==> config.mk <==
export PLATFORM = sky130hd
export DESIGN_NAME = seconds_to_calendar_fields_unit
export DESIGN_NICKNAME = d
export VERILOG_FILES = /design/src/sv/s2c_pkg.sv /design/src/sv/s2c_dly.sv /design/src/sv/s2c_cdiv.sv /design/src/sv/seconds_to_calendar_fields_unit.sv
export SDC_FILE = /design/constraint.sdc
export NUM_CORES = 2
export LEC_CHECK = 0
export BUFFER_PORTS_ARGS = -buffer_cell sky130_fd_sc_hd__buf_4
export CORE_MARGIN = 5
export CORE_UTILIZATION = 60
export DETAILED_ROUTE_END_ITERATION = 10
export HOLD_SLACK_MARGIN = 0.05
export PLACE_DENSITY = 0.77
export SLEW_MARGIN = 10
export SYNTH_ARGS = -nofsm -noshare
export SYNTH_HDL_FRONTEND = slang
export SYNTH_SLANG_ARGS = --single-unit
export TNS_END_PERCENT = 5
==> constraint.sdc <==
create_clock -name clk -period 6.45 [get_ports clk]
set_input_delay 0.9675 -clock clk [delete_from_list [all_inputs] [get_ports clk]]
set_output_delay 0.9675 -clock clk [all_outputs]
set_load 0.1 [all_outputs]
==> src/sv/s2c_pkg.sv <==
package s2c_pkg;

  // Port widths
  localparam int SECS_W  = 32;
  localparam int YEAR_W  = 8;
  localparam int MONTH_W = 4;
  localparam int MDAY_W  = 5;
  localparam int HOUR_W  = 5;
  localparam int MIN_W   = 6;
  localparam int SEC_W   = 6;
  localparam int WDAY_W  = 3;
  localparam int WEEK_W  = 13;

  // Internal widths
  localparam int DAYS_W = 16;  // days since the epoch, below 49711
  localparam int DOE_W  = 16;  // day of the 400-year era, below 54034
  localparam int DOY_W  = 9;   // day of the March-based year, below 366
  localparam int MP_W   = 4;   // March-based month index, 0 to 11
  localparam int YOE_W  = 8;   // year of era, at most 148

  // Pipeline registers between the accept edge and the output register.
  localparam int PIPE_DEPTH = 16;

  // The epoch day sits 4323 days into the era that starts at 2000-03-01.
  localparam logic [DOE_W-1:0]  EPOCH_DOE     = 16'd4323;
  // Days since the epoch at which the day of era reaches the first century.
  localparam logic [DAYS_W-1:0] CENTURY_DAYS  = 16'd32201;
  localparam logic [YOE_W-1:0]  CENTURY_YEARS = 8'd100;
  localparam logic [MP_W-1:0]   MP_JANUARY    = 4'd10;

  // First day of each March-based month within the year, (153 * mp + 2) / 5.
  function automatic logic [DOY_W-1:0] month_start(input logic [MP_W-1:0] mp);
    logic [DOY_W-1:0] s;
    case (mp)
      4'd0:    s = 9'd0;
      4'd1:    s = 9'd31;
      4'd2:    s = 9'd61;
      4'd3:    s = 9'd92;
      4'd4:    s = 9'd122;
      4'd5:    s = 9'd153;
      4'd6:    s = 9'd184;
      4'd7:    s = 9'd214;
      4'd8:    s = 9'd245;
      4'd9:    s = 9'd275;
      4'd10:   s = 9'd306;
      4'd11:   s = 9'd337;
      default: s = 9'd0;
    endcase
    return s;
  endfunction

endpackage

==> src/sv/s2c_dly.sv <==
module s2c_dly #(
  parameter int W = 8,
  parameter int N = 2
) (
  input  logic         clk,
  input  logic [W-1:0] d,
  output logic [W-1:0] q
);

  logic [W-1:0] tap_r [N];

  always_ff @(posedge clk) begin
    tap_r[0] <= d;
    for (int i = 1; i < N; i++) begin
      tap_r[i] <= tap_r[i-1];
    end
  end

  assign q = tap_r[N-1];

endmodule

==> src/sv/s2c_cdiv.sv <==
module s2c_cdiv #(
  parameter int W  = 16,
  parameter int D  = 7,
  parameter int QW = 13
) (
  input  logic                    clk,
  input  logic [W-1:0]            x,
  output logic [QW-1:0]           q,
  output logic [$clog2(D)-1:0]    r
);

  // Quotient estimate from a truncated reciprocal is exact or one low;
  // the last stage fixes it with one compare and subtract.
  localparam int K  = W;
  localparam int MW = K - $clog2(D + 1) + 1;
  localparam int PW = W + MW;
  localparam int RW = $clog2(D);
  localparam longint unsigned RECIP = (64'd1 << K) / D;
  localparam logic [MW-1:0] RECIP_W = MW'(RECIP);
  localparam logic [W-1:0]  DIV_W   = W'(D);
  localparam logic [RW:0]   DIV_R   = (RW+1)'(D);

  logic [PW-1:0] prod_r;
  logic [W-1:0]  x_r;
  logic [QW-1:0] qe_r;
  logic [RW:0]   re_r;
  logic [QW-1:0] q_r;
  logic [RW-1:0] r_r;

  logic [QW-1:0] qe;
  logic [W-1:0]  qd;
  logic          over;

  assign qe   = QW'(prod_r >> K);
  assign qd   = W'(qe) * DIV_W;
  assign over = (re_r >= DIV_R);

  always_ff @(posedge clk) begin
    prod_r <= PW'(x) * PW'(RECIP_W);
    x_r    <= x;
    qe_r   <= qe;
    re_r   <= (RW+1)'(x_r - qd);
    q_r    <= over ? qe_r + 1'b1 : qe_r;
    r_r    <= RW'(over ? re_r - DIV_R : re_r);
  end

  assign q = q_r;
  assign r = r_r;

endmodule

==> src/sv/seconds_to_calendar_fields_unit.sv <==
// Seconds-to-calendar converter.
//
// A beat on the input channel carries a count of seconds since
// 2012-01-01 00:00:00, a Sunday. It is taken at a rising edge where start is
// high and busy is low. busy is always low, so a new beat can be taken at
// every edge: the unit sustains one beat per clock cycle.
//
// Each result beat (year minus 2000, month, day, hour, minute, second,
// weekday and whole weeks since the epoch) shows on the out_ ports for one
// cycle with out_valid high. Results come out for every beat, in order. The
// receiver cannot hold results off, so the pipeline never stalls and no
// buffering is needed.
//
// Latency is set by the date path's constant divisions: seconds to days,
// day of era over 1460, day count to years over 365, day of year to month
// over 153; each a three-stage reciprocal multiply with a correction step.
// The time-of-day and week paths run in parallel and are delayed to match.
//
// A synchronous, active-low reset clears the valid bits; beats in flight are
// dropped and no result is shown until new beats have worked through.
module seconds_to_calendar_fields_unit (
  input  logic                          clk,
  input  logic                          rst_n,
  input  logic                          start,
  output logic                          busy,
  input  logic [s2c_pkg::SECS_W-1:0]    in_seconds_since_epoch,
  output logic                          out_valid,
  output logic [s2c_pkg::YEAR_W-1:0]    out_year_since_2000,
  output logic [s2c_pkg::MONTH_W-1:0]   out_month,
  output logic [s2c_pkg::MDAY_W-1:0]    out_day_of_month,
  output logic [s2c_pkg::HOUR_W-1:0]    out_hour,
  output logic [s2c_pkg::MIN_W-1:0]     out_minute,
  output logic [s2c_pkg::SEC_W-1:0]     out_second,
  output logic [s2c_pkg::WDAY_W-1:0]    out_weekday,
  output logic [s2c_pkg::WEEK_W-1:0]    out_week_index
);

  import s2c_pkg::*;

  // Valid bits travel alongside the data, one per pipeline register level.
  logic [PIPE_DEPTH-1:0] v_r;
  logic [PIPE_DEPTH-1:0] v_nxt;
  logic                  accept;

  assign busy   = 1'b0;
  assign accept = start && !busy;
  assign v_nxt  = {v_r[PIPE_DEPTH-2:0], accept};

  always_ff @(posedge clk) begin
    if (!rst_n) begin
      v_r <= '0;
    end else begin
      v_r <= v_nxt;
    end
  end

  // Seconds to days. 86400 is 675 times 128, so the low seven bits pass by
  // and the rest is divided by 675.
  logic [DAYS_W-1:0] days3;
  logic [9:0]        rday3;
  logic [6:0]        lo7_3;
  logic [16:0]       rem3;

  s2c_cdiv #(.W(25), .D(675), .QW(DAYS_W)) u_div_day (
    .clk (clk),
    .x   (in_seconds_since_epoch[31:7]),
    .q   (days3),
    .r   (rday3)
  );

  s2c_dly #(.W(7), .N(3)) u_dly_lo7 (
    .clk (clk),
    .d   (in_seconds_since_epoch[6:0]),
    .q   (lo7_3)
  );

  assign rem3 = {rday3, lo7_3};

  // Week count and day of the week.
  logic [WEEK_W-1:0] wk6;
  logic [WDAY_W-1:0] wd6;
  logic [WEEK_W-1:0] wk16;
  logic [WDAY_W-1:0] wd16;

  s2c_cdiv #(.W(DAYS_W), .D(7), .QW(WEEK_W)) u_div_week (
    .clk (clk),
    .x   (days3),
    .q   (wk6),
    .r   (wd6)
  );

  s2c_dly #(.W(WEEK_W + WDAY_W), .N(10)) u_dly_week (
    .clk (clk),
    .d   ({wk6, wd6}),
    .q   ({wk16, wd16})
  );

  // Time of day. Seconds of the day over 60 is the quarter over 15; the
  // minute count over 60 again is its quarter over 15.
  logic [10:0]      q60_6;
  logic [3:0]       rsec6;
  logic [1:0]       lo2_6;
  logic [SEC_W-1:0] sec6;
  logic [SEC_W-1:0] sec16;

  s2c_cdiv #(.W(15), .D(15), .QW(11)) u_div_min (
    .clk (clk),
    .x   (rem3[16:2]),
    .q   (q60_6),
    .r   (rsec6)
  );

  s2c_dly #(.W(2), .N(3)) u_dly_lo2 (
    .clk (clk),
    .d   (rem3[1:0]),
    .q   (lo2_6)
  );

  assign sec6 = {rsec6, lo2_6};

  s2c_dly #(.W(SEC_W), .N(10)) u_dly_sec (
    .clk (clk),
    .d   (sec6),
    .q   (sec16)
  );

  logic [HOUR_W-1:0] hour9;
  logic [3:0]        rmin9;
  logic [1:0]        mlo9;
  logic [MIN_W-1:0]  min9;
  logic [HOUR_W-1:0] hour16;
  logic [MIN_W-1:0]  min16;

  s2c_cdiv #(.W(9), .D(15), .QW(HOUR_W)) u_div_hour (
    .clk (clk),
    .x   (q60_6[10:2]),
    .q   (hour9),
    .r   (rmin9)
  );

  s2c_dly #(.W(2), .N(3)) u_dly_mlo (
    .clk (clk),
    .d   (q60_6[1:0]),
    .q   (mlo9)
  );

  assign min9 = {rmin9, mlo9};

  s2c_dly #(.W(HOUR_W + MIN_W), .N(7)) u_dly_hm (
    .clk (clk),
    .d   ({hour9, min9}),
    .q   ({hour16, min16})
  );

  // Date. Every input lands in the era that starts at 2000-03-01, so the day
  // of era is the day count plus a fixed offset and the era term is constant.
  logic [DOE_W-1:0] doe4_r;
  logic             cent4_r;

  always_ff @(posedge clk) begin
    doe4_r  <= days3 + EPOCH_DOE;
    cent4_r <= (days3 >= CENTURY_DAYS);
  end

  logic [5:0]       q1460_7;
  logic [10:0]      r1460_7;
  logic [DOE_W-1:0] doe7;
  logic             cent7;
  logic [DOE_W-1:0] doe11;

  s2c_cdiv #(.W(DOE_W), .D(1460), .QW(6)) u_div_quad (
    .clk (clk),
    .x   (doe4_r),
    .q   (q1460_7),
    .r   (r1460_7)
  );

  s2c_dly #(.W(DOE_W + 1), .N(3)) u_dly_doe7 (
    .clk (clk),
    .d   ({doe4_r, cent4_r}),
    .q   ({doe7, cent7})
  );

  s2c_dly #(.W(DOE_W), .N(4)) u_dly_doe11 (
    .clk (clk),
    .d   (doe7),
    .q   (doe11)
  );

  // Leap-day corrected day count; over 365 it gives the year of era.
  logic [DOE_W-1:0] n8_r;

  always_ff @(posedge clk) begin
    n8_r <= doe7 - DOE_W'(q1460_7) + DOE_W'(cent7);
  end

  logic [YOE_W-1:0] yoe11;
  logic [8:0]       r365_11;
  logic [YOE_W-1:0] yoe16;

  s2c_cdiv #(.W(DOE_W), .D(365), .QW(YOE_W)) u_div_year (
    .clk (clk),
    .x   (n8_r),
    .q   (yoe11),
    .r   (r365_11)
  );

  s2c_dly #(.W(YOE_W), .N(5)) u_dly_yoe (
    .clk (clk),
    .d   (yoe11),
    .q   (yoe16)
  );

  // Day of the March-based year: the era day less the days of whole years.
  logic [DOE_W-1:0] ybase11;
  logic [DOY_W-1:0] doy12_r;

  assign ybase11 = DOE_W'(yoe11) * 16'd365 + DOE_W'(yoe11 >> 2)
                 - DOE_W'(yoe11 >= CENTURY_YEARS);

  always_ff @(posedge clk) begin
    doy12_r <= DOY_W'(doe11 - ybase11);
  end

  logic [10:0]      xm13_r;
  logic [DOY_W-1:0] doy16;

  always_ff @(posedge clk) begin
    xm13_r <= 11'(doy12_r) * 11'd5 + 11'd2;
  end

  s2c_dly #(.W(DOY_W), .N(4)) u_dly_doy (
    .clk (clk),
    .d   (doy12_r),
    .q   (doy16)
  );

  logic [MP_W-1:0] mp16;
  logic [7:0]      r153_16;

  s2c_cdiv #(.W(11), .D(153), .QW(MP_W)) u_div_month (
    .clk (clk),
    .x   (xm13_r),
    .q   (mp16),
    .r   (r153_16)
  );

  // Final assembly and output register.
  logic [YEAR_W-1:0]  year_nxt;
  logic [MONTH_W-1:0] month_nxt;
  logic [MDAY_W-1:0]  mday_nxt;
  logic               early;

  assign early     = (mp16 >= MP_JANUARY);
  assign year_nxt  = yoe16 + YEAR_W'(early);
  assign month_nxt = early ? mp16 - 4'd9 : mp16 + 4'd3;
  assign mday_nxt  = MDAY_W'(doy16 - month_start(mp16) + 9'd1);

  logic               out_valid_r;
  logic [YEAR_W-1:0]  year_r;
  logic [MONTH_W-1:0] month_r;
  logic [MDAY_W-1:0]  mday_r;
  logic [HOUR_W-1:0]  hour_r;
  logic [MIN_W-1:0]   min_r;
  logic [SEC_W-1:0]   sec_r;
  logic [WDAY_W-1:0]  wday_r;
  logic [WEEK_W-1:0]  week_r;

  always_ff @(posedge clk) begin
    if (!rst_n) begin
      out_valid_r <= 1'b0;
    end else begin
      out_valid_r <= v_r[PIPE_DEPTH-1];
    end
  end

  always_ff @(posedge clk) begin
    year_r  <= year_nxt;
    month_r <= month_nxt;
    mday_r  <= mday_nxt;
    hour_r  <= hour16;
    min_r   <= min16;
    sec_r   <= sec16;
    wday_r  <= wd16;
    week_r  <= wk16;
  end

  assign out_valid           = out_valid_r;
  assign out_year_since_2000 = year_r;
  assign out_month           = month_r;
  assign out_day_of_month    = mday_r;
  assign out_hour            = hour_r;
  assign out_minute          = min_r;
  assign out_second          = sec_r;
  assign out_weekday         = wday_r;
  assign out_week_index      = week_r;

  // Every accepted beat comes out a fixed number of edges later.
  a_latency: assert property (@(posedge clk) disable iff (!rst_n)
    accept |-> ##17 out_valid)
    else $error("result beat missing at the expected latency");

  // Decoded fields stay within their calendar ranges.
  a_ranges: assert property (@(posedge clk) disable iff (!rst_n)
    out_valid |-> (out_month >= 4'd1 && out_month <= 4'd12 &&
                   out_day_of_month >= 5'd1 && out_hour <= 5'd23 &&
                   out_minute <= 6'd59 && out_second <= 6'd59 &&
                   out_weekday <= 3'd6))
    else $error("calendar field out of range");

  // Short months never reach their 31st day, and February stops at 29.
  a_month_len: assert property (@(posedge clk) disable iff (!rst_n)
    out_valid |-> (!((out_month == 4'd4 || out_month == 4'd6 ||
                      out_month == 4'd9 || out_month == 4'd11) &&
                     out_day_of_month > 5'd30) &&
                   !(out_month == 4'd2 && out_day_of_month > 5'd29)))
    else $error("day of month beyond month length");

endmodule

# == Yosys cells after proc, flatten, opt, wreduce, memory -nomap -nowiden ==
# Memories as Yosys holds them, arrays and structs flattened. A register that Yosys moved wholly into a read port is not among the register bits.
# Index checks and enable logic that the tools add are counted.
# word_totals
rom_bits,144
wordCells,128
mem_bits_rw,521
mem_count,11
output_inout_bits,52
in_bits,35
ff_bits,509
latchBits,0
# memory_table
memory,depth,word_bits,rd,rd_ports_with_merged_regs,write_ports,line,rtl
u_dly_week.tap_r,10,16,10,1,10,s2c_dly.sv:10,logic [W-1:0] tap_r [N];
(name not given),16,9,1,1,0,s2c_pkg.sv:34,case (mp)
u_dly_hm.tap_r,7,11,7,1,7,s2c_dly.sv:10,
u_dly_doe11.tap_r,4,16,4,0,4,s2c_dly.sv:10,
u_dly_sec.tap_r,10,6,10,1,10,s2c_dly.sv:10,
u_dly_doe7.tap_r,3,17,3,0,3,s2c_dly.sv:10,
5 more memories,n/a,n/a,n/a,n/a,n/a,n/a,
# op_classes
bitwise,0
n_mul,16
shift,0
add_sub_neg,30
n_reduce_logical,0
order_cmp,10
eq_ne,0
mux,12
div_mod_pow,0
# ops
operator,n
"multiplier 25 x 15 -> 40 bit, second input constant",1
"multiplier 16 x 13 -> 28 bit, second input constant",1
"multiplier 16 x 8 -> 24 bit, second input constant",1
"multiplier 15 x 9 -> 23 bit, second input constant",1
"multiplier 16 x 4 -> 20 bit, second input constant",1
subtractor 9 bit,2
adder 16 x 1 -> 16 bit,1
"adder 16 x 1 -> 16 bit, second input constant",1
"adder 16 x 13 -> 16 bit, second input constant",1
"greater-or-equal comparator 16 x 15 -> 1 bit, second input constant",1
"multiplier 16 x 10 -> 11 bit, second input constant",1
2-to-1 mux 16 bit,1
2-to-1 mux 4 bit,4
subtractor 16 x 6 -> 16 bit,1
"multiplier 11 x 4 -> 15 bit, second input constant",1
subtractor 5 bit,3
"adder 13 x 1 -> 13 bit, second input constant",1
"multiplier 13 x 3 -> 4 bit, second input constant",1
"multiplier 9 x 5 -> 13 bit, second input constant",1
2-to-1 mux 13 bit,1
"greater-or-equal comparator 12 x 11 -> 1 bit, second input constant",1
subtractor 12 bit,1
"subtractor 4 bit, second input constant",3
"adder 11 x 1 -> 11 bit, second input constant",1
other kinds (34),36

# == Longest topological paths before layout ==
# depth
ltp_word,4
depth_mapped,22
ltp_nobuf,22

# == By module ==
# From an unflattened synthesis, not the netlist that was laid out.
# unflattened
cells_unflattened,3888
area_unflattened_um2,44657.8
# modules_own_cells
mod,instances,cells_per_inst,seq_area_each_um2,area_per_inst_um2
s2c_cdiv (u_div_day),1,859,1601.5,8947.3
seconds_to_calendar_fields_unit,1,566,2402.3,5995.8
s2c_cdiv (u_div_year),1,493,1061.0,4923.5
s2c_cdiv (u_div_week),1,388,1001.0,3828.7
s2c_cdiv (u_div_quad),1,382,1061.0,3622.2
s2c_dly (u_dly_week),1,160,3203.1,3203.1
s2c_cdiv (u_div_min),1,267,940.9,2842.7
s2c_cdiv (u_div_month),1,258,760.7,2461.1
s2c_dly (u_dly_hm),1,77,1541.5,1541.5
s2c_cdiv (u_div_hour),1,126,580.6,1396.3
s2c_dly (u_dly_doe11),1,64,1281.2,1281.2
s2c_dly (u_dly_sec),1,60,1201.2,1201.2
s2c_dly (u_dly_doe7),1,68,1021.0,1148.6
s2c_dly (u_dly_yoe),1,40,800.8,800.8
3 more rows,n/a,n/a,n/a,n/a

# == Least setup slack after synthesis ==
# OpenSTA, ideal clock, no wires.
# synth_timing
path_type,input to register
start,input port in_seconds_since_epoch[27] (netlist bit)
end,register u_div_day.prod_r[34]
setup_ns,0.072
setup_slack_ns,0.574
required_ns,6.378
path_buffers,0
stages,20
arrival_time_ns,5.804
cell_sequence,inv_1 fa_1 inv_1 ha_1 ha_1 fa_1 fa_1 inv_1 fa_1 inv_1 ha_1 and4_1 and2_1 a221oi_1 nand2_1 o21ai_2 o21ai_1 a311o_1 a21oi_1 xnor2_1
# synth_via
elab_chain_cells,1
# synth_rtl
item,line,rtl
start: declaration,seconds_to_calendar_fields_unit.sv:26,"input logic [s2c_pkg::SECS_W-1:0] in_seconds_since_epoch,"
multiplier 25 x 15 -> 40 bit,s2c_cdiv.sv:39,prod_r <= PW'(x) * PW'(RECIP_W);
end signal: assignment,s2c_cdiv.sv:39,
end: declaration,s2c_cdiv.sv:23,logic [PW-1:0] prod_r;
# Every way passes these cells.
# A chain may end at the register's enable or synchronous reset.

# == Final worst setup path ==
# Same ends and word-level chain as after synthesis.

==> impl_metrics.ini <==
[outcome]
result_of_the_run = complete, no violations

[yosys]
synth_top_cell_area_share = 0.445
synth_top_cell_by_area = dfxtp_1
ys_ff_latch = 910
post_synth_edffs = 0
syn_area_per_cell_um2 = 11.6
number_of_synthesis_warnings = 0
ys.flop_type = dfxtp_1
ys_top_cells_by_area = dfxtp_1 (44%), ha_1 (21%), fa_1 (13%), inv_1 (6.7%), xnor2_1 (4.6%)
number_of_standard_cells_after_synthesis = 3528
mappedNetlistArea_um2 = 40900
synth.net_count = 4499
synth_seq_area_share = 0.445
async_reset_ff_frac = 0
yosys.cell_types.count = 63

[timing]
rsz0062_at_grt = no
setup_viol = 0
fin_skew_ns = 0.0155
worst-slew-pin-transition_ns = 0.747
timing.fmax_mhz = 179
timing.slew.headroom = 0.501
finalMaxSlewViolations = 0
totalNegativeSetupSlack_ns = 0
hold_violations = 0
finalWorstPathRequiredPeriod_ns = 5.59
layout_worst_path_cycle_share = 0.867

[global_routing]
grt_util_all_layers = 0.173
grt_pass1_wl_um = 108000
grt_pass1_vias = 23700
grt_start_max_net_pins = 18
grt_overflow_total = 0
grt_antenna_before_repair = 1

[clocking]
post_cts_hold_buffer_count = 0
cts-htree-levels = 3
post-cts-setup-buffers = 0
tritoncts = yes
clock_tree.buffer_depth = 3
cts.root.buffer_cell = clkbuf_16
insertion_delay_ns = 0.64
cts-buffers-inserted = 89
postCtsResizedCells = 0
clk_pin_slew_worst_paths_ns = 0.07
cts_sinks = 910

[layout]
drive_above_1_share = 0.0712
nFillCells = 4989
area_delta_synth_final_pct = 11.8
mostFrequentLayoutCell = dfxtp_1
commonest_cells_after_routing_fill_and_taps_aside = dfxtp_1 (910), inv_1 (734), ha_1 (673)
num_antenna_cells = 0
utilization_after_layout = 0.679
num-nets-final = 4672

[floorplanning]
die_height_um = 271
floorplan.die.width_um = 271
initial_core_util = 0.608
fp.dieArea_um2 = 73600
io_pins = 87
rows = 95
core_um2 = 67400

[min_path]
hold_class = register to register
holdPathStages = 0

[setup_path]
crit_required_ns = 7.01
startpoint_type = primary input
worstSetupEndpointType = register
worst_r2r_path_depth = 16
worstSetupPathType = primary input to register
crit_arrival_ns = 6.15
worst-path-max-fanout = 4

[detailed_routing]
detailedRoute.firstIterationViolations = 655
vias_per_cell = 4.85
final_antenna_net_count = 0
detailedRoute.firstPassIterationCount = 5
post-route-drc-count = 0
routed-via-count = 22500
routed_wire_length_per_instance_um = 13.0
route.final.wire_length_um = 60300

[place]
dp.final_hpwl_um = 47100
placement.io_buffers = 85
gp_congestion = 0.857

[run]
maxCapViolCount = 0
routing by layer:
layer,global-route usage,share of wire,routed length [µm]
met1,0.206,0.42,25600
met2,0.319,0.51,30900
met3,0.0306,0.039,2320
met4,0.0524,0.025,1500
met5,0,0,0
stage by stage:
| stage | std cells | area [µm²] | hold WS, ns | worst slack [ns] |
|---|---|---|---|---|
| after floorplan | 3528 | 40900 | 0.310 | 0.574 |
| after global placement | 4483 | 42700 | 0.310 | 0.265 |
| after detailed placement | 4483 | 42700 | 0.312 | 0.203 |
| after CTS | 4649 | 45800 | 0.315 | 0.866 |
| after global routing | 4649 | 45800 | 0.327 | 0.556 |
| final | 4649 | 45800 | 0.314 | 0.858 |
layout make-up:
cell class / count / area, µm² / area share
repair buffers: 86 / 646 / 0.0141
flip-flops and latches: 910 / 18200 / 0.398
well taps: 873 / 1090 / 0.0239
multi-input cells: 1880 / 20000 / 0.436
clock buffers: 108 / 2410 / 0.0526
clock inverters: 58 / 698 / 0.0153
inverters: 734 / 2760 / 0.0602
worst paths after layout:
kind	from	endpoint	slack, ns
setup / recovery	in_seconds_since_epoch[27]	u_div_day.prod_r[34]	0.86
setup reg to reg	u_div_day.q[3]	u_div_week.prod_r[28]	1.66
hold reg to reg	u_div_week.prod_r[20]	u_div_week.qe_r[4]	0.31
hold / removal	u_div_week.prod_r[20]	u_div_week.qe_r[4]	0.31
cell families (layout without fill, tap and decap cells):
kind of cell    after synthesis  after routing  share of synthesized area
buf+inv                     738            986                     0.0677
other cells                   1              1                  0.0000916
compound gates              305            305                     0.0486
mux                          12             12                    0.00324
xor+xnor                    279            279                     0.0597
flops                       910            910                      0.445
simple gates                347            347                     0.0415
fa+ha+maj                   936            936                      0.334
registers in the layout (all words and copies together), names as in the netlist, 16 cells and up, named ones only:
signal,count
doe4_r,16
n8_r,16
u_div_day.prod_r,16
u_div_day.q,16
u_div_day.qe_r,16
u_dly_doe11.tap_r,36
u_dly_doe7.tap_r,38
u_dly_doy.tap_r,20
u_dly_hm.tap_r,77
u_dly_lo7.tap_r,21
u_dly_sec.tap_r,60
u_dly_week.tap_r,160
u_dly_yoe.tap_r,40
v_r,16
critical path: stages:
cell,delay (ns)
buf_4,0.11
inv_1,0.13
fa_1,0.56
inv_1,0.05
ha_1,0.28
ha_1,0.31
fa_1,0.47
fa_1,0.55
inv_1,0.06
fa_1,0.53
inv_1,0.04
ha_1,0.29
and4_1,0.20
and2_1,0.17
a221oi_1,0.34
nand2_1,0.11
o21ai_2,0.20
o21ai_1,0.11
a311o_1,0.38
a21oi_1,0.18
xnor2_1,0.12
synth_stat cells, drive strengths merged, types with 3 or more instances:
cell and instances:
nor3 26, nand4 23, nand2b 21, a31o 5, mux2 10, o21ai 58
and4 6, or2 6, a211o 4, a211oi 5, a21oi 94, nor2 94
a31oi 5, nor3b 3, o21bai 17, and2 23, xor2 64, nand2 77
o31ai 4, dfxtp 910, inv 734, a21boi 4, o41ai 4, nand3 33
a41o 4, o211ai 5, xnor2 215, and3 14, nor2b 16, fa 263
a21o 52, ha 673, o21a 23
Power is not shown: default switching activity piles up to over one toggle a cycle in this logic, so the estimate is an artifact.
